--- src/design/lphs_pkg.sv ---
// Shared types, codes and defaults for the linear probing hash set.
`default_nettype none

package lphs_pkg;

    localparam int KEY_W       = 32;
    localparam int OP_W        = 2;
    localparam int STATUS_W    = 3;
    localparam int SLOT_W      = 10;
    localparam int FILL_W      = 11;

    localparam int DEFAULT_TABLE_DEPTH = 1024;

    typedef logic [OP_W-1:0]     t_op;
    typedef logic [STATUS_W-1:0] t_status;
    typedef logic [KEY_W-1:0]    t_key;
    typedef logic [FILL_W-1:0]   t_fill;

    localparam t_fill MAX_FILL_RESET = 11'd768;

    localparam t_op OP_INSERT = 2'd0;
    localparam t_op OP_REMOVE = 2'd1;
    localparam t_op OP_FIND   = 2'd2;

    localparam t_status ST_INSERTED  = 3'd0;
    localparam t_status ST_PRESENT   = 3'd1;
    localparam t_status ST_REMOVED   = 3'd2;
    localparam t_status ST_NOT_FOUND = 3'd3;
    localparam t_status ST_FOUND     = 3'd4;
    localparam t_status ST_FULL      = 3'd5;

    typedef struct packed {
        logic used;
        logic deleted;
    } t_flags;

endpackage

`default_nettype wire

--- src/design/lphs_home.sv ---
// Home slot unit: signed key modulo the table depth, four bits per cycle (non-power-of-two).
`default_nettype none

module lphs_home
    import lphs_pkg::*;
#(
    parameter int TABLE_DEPTH = DEFAULT_TABLE_DEPTH
) (
    input  wire logic                           i_clk,
    input  wire logic                           i_rst_n,
    input  wire logic                           i_start,
    input  wire t_key                           i_key,
    output logic                                o_done,
    output logic [$clog2(TABLE_DEPTH)-1:0]      o_home
);

    localparam int IDX_W     = $clog2(TABLE_DEPTH);
    localparam int REM_W     = IDX_W + 1;
    localparam int STEP_BITS = 4;
    localparam int STEPS     = KEY_W / STEP_BITS;
    localparam int CNT_W     = $clog2(STEPS);
    localparam bit IS_POW2   = (TABLE_DEPTH & (TABLE_DEPTH - 1)) == 0;
    localparam logic [IDX_W-1:0] WRAP = IDX_W'((64'd1 << KEY_W) % 64'(TABLE_DEPTH));
    localparam logic [REM_W-1:0] DEPTH_R = REM_W'(TABLE_DEPTH);

    logic             r_busy;
    logic             r_fix;
    logic             r_done;
    logic [CNT_W-1:0] r_cnt;
    t_key             r_bits;
    logic [IDX_W-1:0] r_rem;
    logic             r_neg;
    logic [IDX_W-1:0] r_home;

    logic [IDX_W-1:0] n_step_rem;
    logic [IDX_W-1:0] n_fix_home;

    always_comb begin
        logic [REM_W-1:0] acc;
        acc = REM_W'(r_rem);
        for (int i = 0; i < STEP_BITS; i++) begin
            acc = {acc[REM_W-2:0], r_bits[KEY_W-1-i]};
            if (acc >= DEPTH_R) begin
                acc = acc - DEPTH_R;
            end
        end
        n_step_rem = acc[IDX_W-1:0];
    end

    always_comb begin
        logic [REM_W-1:0] val;
        val = REM_W'(r_rem);
        if (r_neg) begin
            val = val - REM_W'(WRAP);
        end
        if (val[REM_W-1]) begin
            val = val + DEPTH_R;
        end
        n_fix_home = val[IDX_W-1:0];
    end

    always_ff @(posedge i_clk) begin
        if (!i_rst_n) begin
            r_busy <= 1'b0;
            r_fix  <= 1'b0;
            r_done <= 1'b0;
            r_cnt  <= '0;
        end else if (i_start) begin
            r_cnt  <= '0;
            r_fix  <= 1'b0;
            r_busy <= !IS_POW2;
            r_done <= IS_POW2;
        end else if (r_busy) begin
            r_cnt <= r_cnt + CNT_W'(1);
            if (r_cnt == CNT_W'(STEPS - 1)) begin
                r_busy <= 1'b0;
                r_fix  <= 1'b1;
            end
        end else if (r_fix) begin
            r_fix  <= 1'b0;
            r_done <= 1'b1;
        end
    end

    always_ff @(posedge i_clk) begin
        if (i_start) begin
            r_bits <= i_key;
            r_rem  <= '0;
            r_neg  <= i_key[KEY_W-1];
            r_home <= i_key[IDX_W-1:0];
        end else if (r_busy) begin
            r_bits <= r_bits << STEP_BITS;
            r_rem  <= n_step_rem;
        end else if (r_fix) begin
            r_home <= n_fix_home;
        end
    end

    assign o_done = r_done;
    assign o_home = r_home;

endmodule

`default_nettype wire

--- config.mk ---
export PLATFORM = sky130hd
export DESIGN_NAME = lphs_home
export DESIGN_NICKNAME = d
export VERILOG_FILES = /design/src/design/lphs_pkg.sv /design/src/design/lphs_home.sv
export SDC_FILE = /design/constraint.sdc
export NUM_CORES = 1
export LEC_CHECK = 0
export ABC_AREA = 1
export BUFFER_PORTS_ARGS = -buffer_cell sky130_fd_sc_hd__buf_2
export CAP_MARGIN = 20
export CORE_ASPECT_RATIO = 1.25
export CORE_MARGIN = 2
export CORE_UTILIZATION = 45
export CTS_CLUSTER_DIAMETER = 120
export DETAILED_ROUTE_END_ITERATION = 6
export GPL_ROUTABILITY_DRIVEN = 0
export PLACE_DENSITY = 0.67
export SLEW_MARGIN = 20
export SYNTH_ARGS = -nofsm -noshare
export SYNTH_HDL_FRONTEND = slang
export SYNTH_SLANG_ARGS = --single-unit
--- constraint.sdc ---
create_clock -name i_clk -period 4.07 [get_ports i_clk]
set_clock_uncertainty 0.2 [all_clocks]
set_input_delay 0.407 -clock i_clk [delete_from_list [all_inputs] [get_ports i_clk]]
set_output_delay 0.407 -clock i_clk [all_outputs]
set_load 0.01 [all_outputs]
==> metrics.md <==
| Metric | Value |
|---|---|
| Congestion Overflow GR | `0` |
| Final Hold Vio Count | `0` |
| Hold WC Path Type | `in2reg` |
| Core area | `5007 um2` |
| Worst R2R Start | `r_busy$_SDFF_PP0_` |
| WL per Instance | `12.28 um` |
| CTS tree | `built` |
| Postcts setup bufs | `0` |
| Combinational power share | `6.5%` |
| Mean area per synthesized cell | `10.27 um2` |
| Yosys top cell area share | `54.34%` |
| DR iter-0 viols | `88` |
| Hold-fix buffers at CTS | `0` |
| Top Ports | `46` |
| Syn_nets | `263` |
| Most Crowded Layer GR | `met2` |
| Initial core utilization | `46.35%` |
| GRT Total Usage | `16.68%` |
| RSZ-0062 raised after global routing | `false` |
| #FFs+latches synth | `58` |
| Die width | `68.24 um` |
| Layout cells sized above 1 | `22.30%` |
| Main area contributors after synthesis | `edfxtp_1 (54%), nand2_1 (18%), dfxtp_1 (14%)` |
| CP Max Fanout | `38` |
| Worst Min Path Start | `i_rst_n` |
| Setup_tns | `0 ns` |
| Slack of the critical path | `2.169 ns` |
| Minimum clock period | `1.901 ns` |
| CTS Buf Count | `9` |
| Max Fclk | `526.0 MHz` |
| # clock sinks | `58` |
| Status | `finished clean` |
| M2 GR Usage | `25.24%` |
| Sw Share | `21.77%` |
| Antenna Nets Post-Route | `0` |
| H-Tree Depth | `3` |
| Final nets | `310` |
| Startpoint Class | `flop` |
| DRC | `0` |
| Worst slew pin tran | `0.6280 ns` |
| Final setup viols | `0` |
| Clk Latency, worst-skew pair | `0.33 ns` |
| Final design utilization | `54.12%` |
| Row count | `29` |
| Post_cts resized | `0` |
| Pleak | `0.001261 uW` |
| Vias | `1,549` |
| Post-synth cell types | `19` |
| Maximum vdd drop | `0.0002630 V` |
| Tcrit/Tclk final | `46.71%` |
| Die area | `5752 um2` |
| Maximum root-to-sink buffer count | `2` |
| Clock Root Buffer | `clkbuf_8` |
| Clk network pwr share | `37.0%` |
| Worst path required time | `3.84 ns` |
| Cell internal pwr | `938.4 uW` |
| Die Y | `84.30 um` |
| NetSw | `261.1 uW` |
| Worst Path Arrival | `1.67 ns` |
| Post-place instance area | `2550 um2` |
| Post-synth top area cell | `edfxtp_1` |
| Post-Syn Instances | `226` |
| Vias in the first global route | `1,515` |
| Setup Slack @ Placement | `1.887 ns` |
| Final HPWL DP | `2.719 mm` |
| Final Instance Area | `2710 um2` |
| TritonRoute pass-1 iters | `4` |
| Clk slew on worst S/H paths | `0.06 ns` |
| Total number of yosys warnings | `0` |
| IO Port Bufs | `45` |
| First-pass GRT wire length | `6.803 mm` |
| Largest net degree at the start of global routing | `47` |
| Area Growth Syn to Fin | `16.77%` |
| Worst setup path class | `reg2reg` |
| Sequential share of the synthesized area | `68.14%` |
| CP startpoint | `r_busy$_SDFF_PP0_` |
| Power after layout | `1199 uW` |
| Vias per cell | `4.556` |
| Grt met1 use | `20.52%` |
| GR Util met3 | `6.166%` |
| Initial antenna violation count | `0` |
| Final wirelength | `4.175 mm` |
| Worst slew margin relative to its limit | `58.13%` |
| Maxcap violations | `0` |
| Antenna cells | `0` |
| Power per cell area | `442.6 nW/um2` |
| Sequential share of power | `56.6%` |
| Max-slew violations | `0` |
| Endpoint class of the critical path | `flop` |
| Mapped cell area | `2321 um2` |
registers in the layout (all words and copies together), names as in the netlist:
name,count
r_fix,1
r_rem,10
o_done,1
r_cnt,3
r_bits,32
o_home,10
r_busy,1
critical path, cell delays in order (launching register included):
cell and delay [ns]:
dfxtp_1 0.67, inv_2 0.21, nand2_4 0.44
synthesized netlist by cell type, drive strengths merged:
cell	number
a21oi	8
buf	9
dfxtp	16
edfxtp	42
ha	2
inv	8
nand2	117
nand3	1
nor2	16
nor3	2
o21ai	4
xnor2	1
area by class of cell:
cell class	instances	area, um2
timing repair buffer	45	225.2
clock buffer	16	160.2
inverter	8	37.54
sequential	58	1582
multi-input combinational	151	628.1
fill	463	2297
tap	62	77.57
power groups by stage:
stage / logic (uW) / registers, uW / clock network, uW
3_5_place_dp: 78.9 / 691 / 0
4_1_cts: 79.4 / 679 / 451
2_1_floorplan: 47.4 / 692 / 0
3_3_place_gp: 77.9 / 690 / 0
6_report: 77.9 / 678 / 443
5_1_grt: 89.6 / 680 / 484
logic make-up (layout without fill, tap and decap cells):
family | count (synthesis) | count (layout) | synth area share, %
and+or+nand+nor | 136 | 136 | 22.70
DFF | 58 | 58 | 68.14
buffers and inverters | 17 | 69 | 4.798
AOI/OAI and AO/OA | 12 | 12 | 2.911
adders and majority gates | 2 | 2 | 1.078
xor gates and xnor gates | 1 | 1 | 0.3774
final timing paths:
kind	to	slack, ns	cells past startpoint
max reg2reg	r_bits[22]$_DFFE_PP_	2.17	2
min	o_done$_SDFFE_PN0P_	0.08	3
min reg2reg	r_cnt[2]$_SDFFE_PP0P_	0.27	2
max	r_bits[22]$_DFFE_PP_	2.17	2
routing by layer:
layer | wire [um] | vias to the layer above | share of wire, %
li1 | - | 821 | -
met1 | 1950 | 682 | 47
met2 | 1935 | 35 | 46
met3 | 192 | 11 | 4.6
met4 | 97 | 0 | 2.3
met5 | 0 | - | 0
cells in the final DEF, fill, tap and decap left out, types with 2 or more instances in the layout:
cell type	n
a21oi_1	6
a21oi_2	2
buf_2	45
clkbuf_1	6
clkbuf_8	10
dfxtp_1	16
edfxtp_1	42
ha_1	2
inv_1	6
nand2_1	114
nand2_2	2
nor2_1	16
nor3_1	2
o21ai_0	4
per-stage QoR:
stage,hold slack [ns],cells
after floorplan,0.2446,226
after global placement,0.2532,324
after detailed placement,0.2606,324
after CTS,0.06655,340
after global routing,0.07809,340
final,0.07757,340
(Power assumes the default switching activity.)
